**src/rtl/core/fts_pkg.sv**
```systemverilog
// ============================================================================
// fts_pkg
// Shared types and constants for the fade transition sequencer.
// ============================================================================
`default_nettype none

package fts_pkg;

    localparam int DELTA_W  = 20;
    localparam int LENGTH_W = 24;
    localparam int ELAPS_W  = 25;
    localparam int HOLD_W   = 8;
    localparam int LEVEL_W  = 17;
    localparam int QUOT_W   = 16;

    localparam int S_TDATA_W = 48;
    localparam int S_TUSER_W = 3;
    localparam int M_TDATA_W = 40;

    localparam int DIV_STEPS = QUOT_W;
    localparam int STEP_W    = $clog2(DIV_STEPS);

    typedef enum logic [1:0] {
        CMD_TICK  = 2'd0,
        CMD_START = 2'd1,
        CMD_SCENE = 2'd2,
        CMD_SKIP  = 2'd3
    } t_cmd;

    typedef enum logic [1:0] {
        PH_IDLE = 2'd0,
        PH_OUT  = 2'd1,
        PH_CHG  = 2'd2,
        PH_IN   = 2'd3
    } t_phase;

    localparam logic [LEVEL_W-1:0]  ONE_Q16    = LEVEL_W'(65536);
    localparam logic [LENGTH_W-1:0] SPAN_RESET = LENGTH_W'(1000000);
    localparam logic [HOLD_W-1:0]   HOLD_RESET = HOLD_W'(3);
    localparam logic [HOLD_W-1:0]   HOLD_MAX   = '1;
    localparam logic [ELAPS_W-1:0]  ELAPS_MAX  = '1;

    typedef struct packed {
        logic apply;
        logic div_init;
        logic div_step;
        logic load_out;
    } t_dp_cmd;

endpackage

`default_nettype wire

```
**src/rtl/core/fts_ctrl.sv**
```systemverilog
// ============================================================================
// fts_ctrl
// Sequencing controller: accepts a word, runs the divider steps and loads
// the result word into the output register.
// ============================================================================
`default_nettype none

module fts_ctrl (
    input  wire logic            i_clk,
    input  wire logic            i_rst_n,
    input  wire logic            i_in_valid,
    output logic                 o_in_ready,
    output logic                 o_out_valid,
    input  wire logic            i_out_ready,
    output fts_pkg::t_dp_cmd     o_cmd
);
    import fts_pkg::*;

    typedef enum logic [1:0] {
        S_IDLE,
        S_PREP,
        S_DIV,
        S_OUT
    } t_state;

    t_state              r_state;
    logic [STEP_W-1:0]   r_step;
    logic                r_out_valid;
    logic                out_free;

    assign out_free    = !r_out_valid || i_out_ready;
    assign o_in_ready  = (r_state == S_IDLE);
    assign o_out_valid = r_out_valid;

    assign o_cmd.apply    = i_in_valid && (r_state == S_IDLE);
    assign o_cmd.div_init = (r_state == S_PREP);
    assign o_cmd.div_step = (r_state == S_DIV);
    assign o_cmd.load_out = (r_state == S_OUT) && out_free;

    always_ff @(posedge i_clk) begin
        if (!i_rst_n) begin
            r_state     <= S_IDLE;
            r_step      <= '0;
            r_out_valid <= 1'b0;
        end else begin
            if ((r_state == S_OUT) && out_free) begin
                r_out_valid <= 1'b1;
            end else if (r_out_valid && i_out_ready) begin
                r_out_valid <= 1'b0;
            end
            case (r_state)
                S_IDLE: begin
                    if (i_in_valid) begin
                        r_state <= S_PREP;
                    end
                end
                S_PREP: begin
                    r_step  <= '0;
                    r_state <= S_DIV;
                end
                S_DIV: begin
                    r_step <= r_step + 1'b1;
                    if (r_step == STEP_W'(DIV_STEPS - 1)) begin
                        r_state <= S_OUT;
                    end
                end
                S_OUT: begin
                    if (out_free) begin
                        r_state <= S_IDLE;
                    end
                end
                default: r_state <= S_IDLE;
            endcase
        end
    end

endmodule

`default_nettype wire

```
**src/rtl/core/fts_dpath.sv**
```systemverilog
// ============================================================================
// fts_dpath
// Sequencer state, command update, bit-serial ratio divider and result
// formatting.
// ============================================================================
`default_nettype none

module fts_dpath (
    input  wire logic                            i_clk,
    input  wire logic                            i_rst_n,
    input  wire fts_pkg::t_dp_cmd                i_cmd,
    input  wire logic                            i_cfg_wen,
    input  wire logic [fts_pkg::HOLD_W-1:0]      i_cfg_wdata,
    input  wire logic [1:0]                      i_op,
    input  wire logic [fts_pkg::DELTA_W-1:0]     i_delta_us,
    input  wire logic                            i_with_fade,
    input  wire logic [fts_pkg::LENGTH_W-1:0]    i_length_us,
    output logic [fts_pkg::M_TDATA_W-1:0]        o_result
);
    import fts_pkg::*;

    logic [HOLD_W-1:0]   r_hold_ticks;
    t_phase              r_phase;
    logic [ELAPS_W-1:0]  r_elapsed;
    logic [LENGTH_W-1:0] r_span;
    logic [HOLD_W-1:0]   r_hold_count;
    logic                r_kind;
    logic                r_overlay;

    t_phase              n_phase;
    logic [ELAPS_W-1:0]  n_elapsed;
    logic [LENGTH_W-1:0] n_span;
    logic [HOLD_W-1:0]   n_hold_count;
    logic                n_kind;
    logic                n_overlay;

    logic [ELAPS_W:0]    sum;
    logic [ELAPS_W-1:0]  sat;
    logic                at_span;
    logic [HOLD_W-1:0]   hold_inc;

    logic [LENGTH_W-1:0] r_rem;
    logic [QUOT_W-1:0]   r_quot;
    logic                r_full;
    logic [LENGTH_W:0]   shifted;
    logic                fits;

    logic [LEVEL_W-1:0]  ratio;
    logic [LEVEL_W-1:0]  level;
    logic [LEVEL_W-1:0]  gain;
    logic [M_TDATA_W-1:0] r_result;

    assign sum      = {1'b0, r_elapsed} + (ELAPS_W + 1)'(i_delta_us);
    assign sat      = sum[ELAPS_W] ? ELAPS_MAX : sum[ELAPS_W-1:0];
    assign at_span  = (sat >= ELAPS_W'(r_span));
    assign hold_inc = (r_hold_count < HOLD_MAX) ? r_hold_count + 1'b1 : r_hold_count;

    always_comb begin
        n_phase      = r_phase;
        n_elapsed    = r_elapsed;
        n_span       = r_span;
        n_hold_count = r_hold_count;
        n_kind       = r_kind;
        n_overlay    = r_overlay;
        case (t_cmd'(i_op))
            CMD_TICK: begin
                if (r_phase != PH_IDLE) begin
                    n_elapsed = sat;
                    if (r_phase == PH_OUT && at_span) begin
                        n_elapsed    = ELAPS_W'(r_span);
                        n_hold_count = hold_inc;
                        if (hold_inc >= r_hold_ticks) begin
                            n_phase = PH_CHG;
                        end
                    end else if (r_phase == PH_IN && at_span) begin
                        n_phase      = PH_IDLE;
                        n_elapsed    = '0;
                        n_hold_count = '0;
                        n_overlay    = 1'b0;
                    end
                end
            end
            CMD_START: begin
                n_kind       = i_with_fade;
                n_span       = i_length_us;
                n_elapsed    = '0;
                n_hold_count = '0;
                n_phase      = i_with_fade ? PH_OUT : PH_CHG;
                n_overlay    = i_with_fade;
            end
            CMD_SCENE: begin
                n_elapsed    = '0;
                n_hold_count = '0;
                n_phase      = r_kind ? PH_IN : PH_IDLE;
                n_overlay    = r_kind;
            end
            default: begin
                n_phase      = PH_IDLE;
                n_elapsed    = '0;
                n_hold_count = '0;
                n_overlay    = 1'b0;
            end
        endcase
    end

    always_ff @(posedge i_clk) begin
        if (!i_rst_n) begin
            r_hold_ticks <= HOLD_RESET;
            r_phase      <= PH_IDLE;
            r_elapsed    <= '0;
            r_span       <= SPAN_RESET;
            r_hold_count <= '0;
            r_kind       <= 1'b0;
            r_overlay    <= 1'b0;
        end else begin
            if (i_cfg_wen) begin
                r_hold_ticks <= i_cfg_wdata;
            end
            if (i_cmd.apply) begin
                r_phase      <= n_phase;
                r_elapsed    <= n_elapsed;
                r_span       <= n_span;
                r_hold_count <= n_hold_count;
                r_kind       <= n_kind;
                r_overlay    <= n_overlay;
            end
        end
    end

    // Restoring division of elapsed * 2^16 by span, one quotient bit a cycle.
    // The remainder starts at elapsed, which is below span when divided.
    assign shifted = {r_rem, 1'b0};
    assign fits    = (shifted >= {1'b0, r_span});

    always_ff @(posedge i_clk) begin
        if (i_cmd.div_init) begin
            r_full <= (r_span == '0) || (r_elapsed >= ELAPS_W'(r_span));
            r_rem  <= r_elapsed[LENGTH_W-1:0];
            r_quot <= '0;
        end else if (i_cmd.div_step) begin
            r_rem  <= fits ? LENGTH_W'(shifted - {1'b0, r_span}) : shifted[LENGTH_W-1:0];
            r_quot <= {r_quot[QUOT_W-2:0], fits};
        end
    end

    assign ratio = r_full ? ONE_Q16 : {1'b0, r_quot};

    always_comb begin
        case (r_phase)
            PH_OUT:  level = ratio;
            PH_CHG:  level = ONE_Q16;
            PH_IN:   level = ONE_Q16 - ratio;
            default: level = '0;
        endcase
        case (r_phase)
            PH_IDLE: gain = ONE_Q16;
            PH_CHG:  gain = '0;
            default: gain = ONE_Q16 - level;
        endcase
    end

    always_ff @(posedge i_clk) begin
        if (i_cmd.load_out) begin
            r_result <= {1'b0,
                         (r_phase == PH_OUT) || (r_phase == PH_CHG),
                         r_phase == PH_CHG,
                         r_overlay,
                         gain,
                         level,
                         r_phase};
        end
    end

    assign o_result = r_result;

endmodule

`default_nettype wire

```
**src/rtl/core/fade_transition_sequencer.sv**
```systemverilog
// ============================================================================
// fade_transition_sequencer
// Fade-out, hold and fade-in sequencer with a bit-serial level divider.
// ============================================================================
// Each input word is a command (tick, start, scene changed, skip) that
// updates the sequencer state and yields exactly one result word with the
// phase, the darkness level, the audio gain and three flags. The command is
// applied at the edge that accepts the word. The divider is then set up,
// the restoring divider forms elapsed/span one quotient bit a cycle, and the
// result is loaded into the result register once the output is free. A new
// word is accepted only when the last one is through, once its result is
// loaded, even while that result still waits downstream. The user must
// write the hold_ticks register through i_cfg_wen only while idle; the
// block itself does not enforce this.
`default_nettype none

module fade_transition_sequencer (
    input  wire logic                            i_clk,
    input  wire logic                            i_rst_n,
    input  wire logic                            i_cfg_wen,
    input  wire logic [fts_pkg::HOLD_W-1:0]      i_cfg_wdata,
    input  wire logic                            s_axis_tvalid,
    output logic                                 s_axis_tready,
    // delta_us[19:0], length_us[43:20], zero pad
    input  wire logic [fts_pkg::S_TDATA_W-1:0]   s_axis_tdata,
    // cmd[1:0], with_fade[2]
    input  wire logic [fts_pkg::S_TUSER_W-1:0]   s_axis_tuser,
    output logic                                 m_axis_tvalid,
    input  wire logic                            m_axis_tready,
    // phase_now[1:0], fade_level[18:2], audio_gain[35:19], fade_on[36],
    // ready_to_switch[37], holds_updates[38], zero pad
    output logic [fts_pkg::M_TDATA_W-1:0]        m_axis_tdata
);
    import fts_pkg::*;

    t_dp_cmd dp_cmd;

    fts_ctrl u_ctrl (
        .i_clk       (i_clk),
        .i_rst_n     (i_rst_n),
        .i_in_valid  (s_axis_tvalid),
        .o_in_ready  (s_axis_tready),
        .o_out_valid (m_axis_tvalid),
        .i_out_ready (m_axis_tready),
        .o_cmd       (dp_cmd)
    );

    fts_dpath u_dpath (
        .i_clk       (i_clk),
        .i_rst_n     (i_rst_n),
        .i_cmd       (dp_cmd),
        .i_cfg_wen   (i_cfg_wen),
        .i_cfg_wdata (i_cfg_wdata),
        .i_op        (s_axis_tuser[1:0]),
        .i_delta_us  (s_axis_tdata[DELTA_W-1:0]),
        .i_with_fade (s_axis_tuser[2]),
        .i_length_us (s_axis_tdata[DELTA_W+LENGTH_W-1:DELTA_W]),
        .o_result    (m_axis_tdata)
    );

endmodule

`default_nettype wire
```
**config.mk**
```make
export PLATFORM = sky130hd
export DESIGN_NAME = fade_transition_sequencer
export DESIGN_NICKNAME = d
export VERILOG_FILES = /design/src/rtl/core/fts_pkg.sv /design/src/rtl/core/fts_ctrl.sv /design/src/rtl/core/fts_dpath.sv /design/src/rtl/core/fade_transition_sequencer.sv
export SDC_FILE = /design/constraint.sdc
export NUM_CORES = 1
export LEC_CHECK = 0
export BUFFER_PORTS_ARGS = -buffer_cell sky130_fd_sc_hd__clkbuf_2
export CAP_MARGIN = 20
export CORE_UTILIZATION = 35
export CTS_CLUSTER_DIAMETER = 120
export DETAILED_ROUTE_END_ITERATION = 10
export GPL_TIMING_DRIVEN = 0
export PLACE_DENSITY_LB_ADDON = 0.15
export SYNTH_ARGS = -nofsm -noshare
export SYNTH_HDL_FRONTEND = slang
export SYNTH_HIERARCHICAL = 1
export SYNTH_SLANG_ARGS = --single-unit
```
**constraint.sdc**
```tcl
create_clock -name i_clk -period 6.1 [get_ports i_clk]
set_input_delay 0.61 -clock i_clk [delete_from_list [all_inputs] [get_ports i_clk]]
set_output_delay 0.61 -clock i_clk [all_outputs]
set_load 0.1 [all_outputs]
```
== After elaboration in Yosys (flattened, before gate mapping) ==
Index checks and enable logic that the tools add are counted.

* Flip-flop bits (word level): 156
* Input port bits: 64
* Word-level logic and storage cells: 98

* Add/sub/neg operators: 6
* Magnitude comparators: 5
* Eq/ne operators: 17
* Muxes and demuxes: 34
* Reductions and logical operators: 22

{| class="wikitable"
|+ Operator list
! kind !! count
|-
| $mux 25 || 5
|-
| $ge 25x24->1 || 3
|-
| $mux 24 || 3
|-
| $pmux 17 s3 || 1
|-
| $mux 8 || 5
|-
| $pmux 17 s2 || 1
|-
| $sub 17x17->17 const A || 2
|-
| $add 25x20->26 || 1
|-
| $logic_not 24->1 || 1
|-
| $sub 24x24->24 || 1
|-
| $mux 2 || 9
|-
| $mux 17 || 1
|-
| $eq 2x2->1 const B || 5
|-
| $add 8x1->8 const B || 1
|-
| $ge 8x8->1 || 1
|-
| $lt 8x8->1 const B || 1
|-
| $ne 2x1->1 const B || 4
|-
| $pmux 2 s4 || 1
|-
| $pmux 4 s2 || 1
|-
| $reduce_and 4->1 || 2
|-
| $eq 2x1->1 const B || 3
|-
| $logic_not 2->1 || 3
|-
| $pmux 2 s3 || 1
|-
| $reduce_and 3->1 || 2
|-
| other kinds (12) || 26
|}

== Logic depth before layout (Yosys ltp) ==
* Word-level depth: 8
* Gate-level depth with buffers: 22
* Mapped depth without buffers: 19

== Modules after synthesis ==
Netlist, hierarchy kept.

{| class="wikitable"
|+ By module, submodules not included
! module !! times used !! cells each !! area an instance (um2) !! sequential area each (um2)
|-
| fts_dpath || 1 || 1288 || 11081.9 || 3623.5
|-
| fts_ctrl || 1 || 44 || 411.6 || 140.1
|}

== Worst setup path before layout ==
Ideal clock, no wire load.

* Path kind: input-to-reg
* Start point: input s_axis_tdata[15] (netlist name)
* End point: register u_dpath.r_elapsed[10]
* Library setup time: 0.134 ns
* Data arrival time: 4.824 ns
* Setup slack: 1.142 ns
* Cell stages on the path: 20
* Path buffers: 4
* Path through: ha_1 > nand2_1 > or3_1 > or3_1 > o21ai_1 > o211a_1 > buf_2 > clkbuf_1 > nor2_1 > inv_1 > ha_1 > and4_1 > a221o_1 > a211o_1 > a211oi_1 > o21ai_1 > buf_2 > nand2_2 > buf_2 > o221ai_1

* Cells in the longest elaborated chain, start to end: 8
* Elaborated cells between the ends (all ways): 9
* Those cells by class: 1 x add/sub; 1 x order compare; 5 x mux; 2 x reduce/logical

{| class="wikitable"
|+ RTL lines
! item !! line !! RTL
|-
| start: declaration || fade_transition_sequencer.sv:25 || <nowiki>input wire logic [fts_pkg::S_TDATA_W-1:0] s_axis_tdata,</nowiki>
|-
| $add 25x20->26 * || fts_dpath.sv:53 || <nowiki>assign sum = {1'b0, r_elapsed} + (ELAPS_W + 1)'(i_delta_us);</nowiki>
|-
| $mux 25 * || fts_dpath.sv:54 || <nowiki>assign sat = sum[ELAPS_W] ? ELAPS_MAX : sum[ELAPS_W-1:0];</nowiki>
|-
| $ge 25x24->1 || fts_dpath.sv:55 || <nowiki>assign at_span = (sat >= ELAPS_W'(r_span));</nowiki>
|-
| $logic_and 1x1->1 || fts_dpath.sv:75 || <nowiki>end else if (r_phase == PH_IN && at_span) begin</nowiki>
|-
| $mux 25 || fts_dpath.sv:75 ||
|-
| $mux 25 * || fts_dpath.sv:69 || <nowiki>if (r_phase == PH_OUT && at_span) begin</nowiki>
|-
| $mux 25 * || fts_dpath.sv:67 || <nowiki>if (r_phase != PH_IDLE) begin</nowiki>
|-
| $mux 25 * || fts_dpath.sv:65 || <nowiki>case (t_cmd'(i_op))</nowiki>
|-
| end signal: assignment || fts_dpath.sv:121 || <nowiki>r_elapsed <= n_elapsed;</nowiki>
|-
| end: declaration || fts_dpath.sv:24 || <nowiki>logic [ELAPS_W-1:0] r_elapsed;</nowiki>
|}

Mark *: on every way between the ends. The rest lies on a longest branch, timed or not. The select of a mux whose other input is x is not followed.
A chain may end at the register's enable or synchronous reset.

== Final worst setup path ==
* Start point: register u_dpath.r_elapsed[15]
* End point: register u_dpath.r_elapsed[19]

* Cells in the longest elaborated chain, start to end: 8
* Elaborated cells between the ends (all ways): 9
* Those cells by class: 1 x add/sub; 1 x order compare; 5 x mux; 2 x reduce/logical

{| class="wikitable"
|+ RTL lines
! item !! line
|-
| $add 25x20->26 * || fts_dpath.sv:53
|-
| $mux 25 * || fts_dpath.sv:54
|-
| $ge 25x24->1 || fts_dpath.sv:55
|-
| $logic_and 1x1->1 || fts_dpath.sv:75
|-
| $mux 25 || fts_dpath.sv:75
|-
| $mux 25 * || fts_dpath.sv:69
|-
| $mux 25 * || fts_dpath.sv:67
|-
| $mux 25 * || fts_dpath.sv:65
|}

Marks and branches as above.

==> summary.txt <==
Outcome
  • Status: complete, no violations

Die
  • Die Span Y: 183.2 um
  • Std-Cell Rows: 65
  • Die Wd: 183.2 um
  • Num ports: 106
  • Initial Util: 0.3596
  • Core area: 31960 sq um
  • Area of the die: 33570 sq um

Worst setup path
  • Critical Path Source Type: register
  • Crit Path Max Fanout: 10
  • CP arrival: 6.14 ns
  • Crit Path Class: register to register
  • Critical Path End Type: register
  • Critical Path RT: 6.40 ns

Clock network
  • TritonCTS clock tree: done
  • Post-CTS Hold Buffers: 0
  • Clk_lat worst skew: 0.44 ns
  • Total CTS buffers: 17
  • Root Driver: clkbuf_16
  • Clk buf depth: 2
  • Post-CTS setup buffer count: 0
  • Clk slew on worst S/H paths: 0.07 ns
  • Num Clock Sinks: 156
  • CTS H-tree depth: 4

Detailed routing
  • Vias: 10370
  • Final ANT Viol Nets: 0
  • Initial DRC Count: 779
  • Via density: 5.461
  • DRC violation count after routing: 0
  • Drt pass-1 iters: 7
  • WL/cell: 18.69 um
  • Overall routed net length: 35500 um

Global route
  • Met3 global-route usage: 0.03237
  • Routing usage on met1: 0.3032
  • Grt met2 use: 0.3396
  • Vias in the first global route: 9885
  • Total Routing Usage GR: 0.2155
  • First-pass GRT wire length: 55720 um
  • GRT Max-Usage Layer: met2
  • Initial antenna violation count: 0
  • Largest net degree at the start of global routing: 40
  • Remaining global-route overflow: 0

Pwr
  • Share of power burned in registers: 0.304
  • Net Switching: 0.001946 W
  • Comb power frac: 0.467
  • Cell Pwr Density: 353.3 nW/um^2
  • Worst VDD drop: 0.0002388 V
  • Switching share of power: 0.4185
  • Clock power frac: 0.228
  • Leakage: 5.310 nW
  • Cell-internal power: 0.002705 W

Cells and area
  • Share of layout cells above drive strength 1: 0.1346
  • Fin cells: 1899
  • Synth-to-layout area growth: 14.54%
  • Fin util: 0.4119
  • # diodes: 0
  • Layout net count: 1633

Timing
  • Slew Viols, Final: 0
  • Post-route minimum period: 5.841 ns
  • Max Freq: 171.2 MHz
  • Final TNS setup: 0 ns
  • Slew @ Worst Pin: 0.9660 ns
  • Fin Clk Skew: 0.01185 ns
  • Final setup viols: 0
  • RSZ-0062 raised after global routing: false
  • Max-slew headroom: 0.3560
  • Setup ws final: 0.2595 ns
  • Final cycle utilization of the critical path: 0.9575
  • Final Hold Viols: 0

Job
  • Max Cap Viol: 0

Place
  • Routability Congestion: 0.8772
  • Post-DP HPWL: 27840 um
  • # placed instances: 1866
  • Place WS: -1.035 ns
  • Port bufs: 99

Yosys
  • Synth top cells by count: nand2_1 (141), nor2_1 (122), ha_1 (116), dfxtp_1 (92), a21oi_1 (89)
  • Synth area leader: edfxtp_1
  • Post-synth cell types: 84
  • Yosys reg bits: 156
  • Synth Warn #: 6
  • Mean Syn Cell Area: 8.629 sq um
  • Top-area cell type share of the netlist area: 0.1672
  • EDFF count, synth: 64
  • Top cells by area, synth: edfxtp_1 (17%), dfxtp_1 (16%), ha_1 (13%), nand2_1 (4.6%), nor2_1 (4.0%)
  • Cell Area, Synth: 11490 sq um
  • Synthesized Nets: 1514
  • Sequential-to-total area share from yosys stat: 0.3275
  • Number of standard cells after synthesis: 1332
  • Most common cell in the netlist: nand2_1
  • Synth Flop Type: dfxtp_1
  • Asr flop ratio synth: 0

Hold path
  • Min-Delay Path Class: input pin to register
[metal layers]
| layer | wire [um] | share of wire | vias up |
|---|---|---|---|
| met1 | 17530 | 0.49 | 4960 |
| li1 | - | - | 5123 |
| met5 | 0 | 0 | - |
| met2 | 15600 | 0.44 | 259 |
| met4 | 755 | 0.021 | 0 |
| met3 | 1609 | 0.045 | 29 |
[per-stage QoR]
| step | area, sq um | power, W | hold slack, ns |
|---|---|---|---|
| 2_1_floorplan | 11490 | 0.003045 | 0.4081 |
| 3_3_place_gp | 12530 | 0.003546 | 0.4336 |
| 3_5_place_dp | 12530 | 0.003565 | 0.4246 |
| 4_1_cts | 13140 | 0.004658 | 0.3789 |
| 5_1_grt | 13170 | 0.004949 | 0.3929 |
| 6_report | 13170 | 0.004651 | 0.3946 |
[cell families (layout without fill, tap and decap cells)]
| logic type | count (synthesis) | count (layout) | share of synthesized area |
|---|---|---|---|
| AOI/OAI and AO/OA | 350 | 350 | 0.2135 |
| xor gates and xnor gates | 46 | 46 | 0.03505 |
| adders and majority gates | 118 | 118 | 0.1298 |
| buffers and inverters | 141 | 273 | 0.04844 |
| DFF | 156 | 156 | 0.3275 |
| muxes | 52 | 52 | 0.04746 |
| other | 1 | 1 | 0.0003263 |
| and+or+nand+nor | 468 | 468 | 0.1980 |
[layout make-up]
| type | instances | area, sq um |
|---|---|---|
| fillers | 3279 | 18800 |
| multi-input cells | 1035 | 7221 |
| flip-flops and latches | 156 | 3764 |
| well taps | 435 | 544.3 |
| repair buffers | 100 | 500.5 |
| clock buffers | 17 | 425.4 |
| inverters | 82 | 307.8 |
| plain buffers | 59 | 255.2 |
| clock inverters | 15 | 147.6 |
[repair_timing]
item / CTS / global route
pin swaps: 0 / 1
setup endpoints to repair: 34 / 21
resized for setup: 6 / 8
cloned: 0 / 0
[critical path: stages (launching register included)]
cell	delay, ns
dfxtp_1	0.37
ha_2	0.43
nand2_1	0.09
or3_1	0.42
or3_1	0.37
o21ai_2	0.33
o211a_4	0.29
buf_2	0.25
clkbuf_4	0.26
nor2_1	0.08
inv_1	0.06
ha_1	0.23
and4_1	0.27
a221o_1	0.38
a211o_1	0.36
a211oi_4	0.40
o21ai_1	0.19
buf_2	0.24
nand2_2	0.23
clkbuf_4	0.30
o221ai_1	0.15
[cells in the final DEF (no fill, tap or decap), types with 20 or more instances in the layout]
master and count:
nand2_1 141, mux2_2 20, nor2_1 122, edfxtp_1 64, o21ai_0 44, xnor2_1 28, nor3_1 24, nand3_1 36
clkbuf_1 45, a21oi_1 88, dfxtp_1 92, o211ai_1 25, a21o_1 23, clkbuf_2 99, mux2i_1 32, nor2b_1 22
ha_1 113, inv_1 80
[worst paths after layout]
| kind | from | cells after the start | endpoint | slack (ns) |
|---|---|---|---|---|
| setup / recovery | u_dpath/r_elapsed[15] | 20 | u_dpath/r_elapsed[19] | 0.26 |
| hold / removal | s_axis_tdata[25] | 3 | u_dpath/r_span[5] | 0.39 |
| setup reg to reg | u_dpath/r_elapsed[15] | 20 | u_dpath/r_elapsed[19] | 0.26 |
| hold reg to reg | u_dpath/r_overlay | 0 | u_dpath/o_result[36] | 0.44 |
[power by group through the flow]
stage | combinational, W | sequential, W | clock, W
6_report | 0.00217 | 0.00142 | 0.00106
5_1_grt | 0.00238 | 0.00143 | 0.00113
4_1_cts | 0.00215 | 0.00141 | 0.00110
3_5_place_dp | 0.00213 | 0.00144 | 0
3_3_place_gp | 0.00211 | 0.00143 | 0
2_1_floorplan | 0.00147 | 0.00157 | 0
[flip-flops by register name, summed over array words and instances, names as in the netlist]
register and cells:
u_dpath/r_rem 24, u_dpath/r_elapsed 25, u_dpath/r_span 24, u_dpath/r_hold_count 8, u_dpath/r_phase 2, u_ctrl/r_state 2, u_dpath/r_quot 16, u_dpath/r_hold_ticks 8
u_ctrl/r_step 4, u_dpath/o_result 39, u_dpath/r_kind 1, u_dpath/r_overlay 1, u_dpath/r_full 1, u_ctrl/o_out_valid 1
No activity file was read; power rests on OpenSTA's default activity.
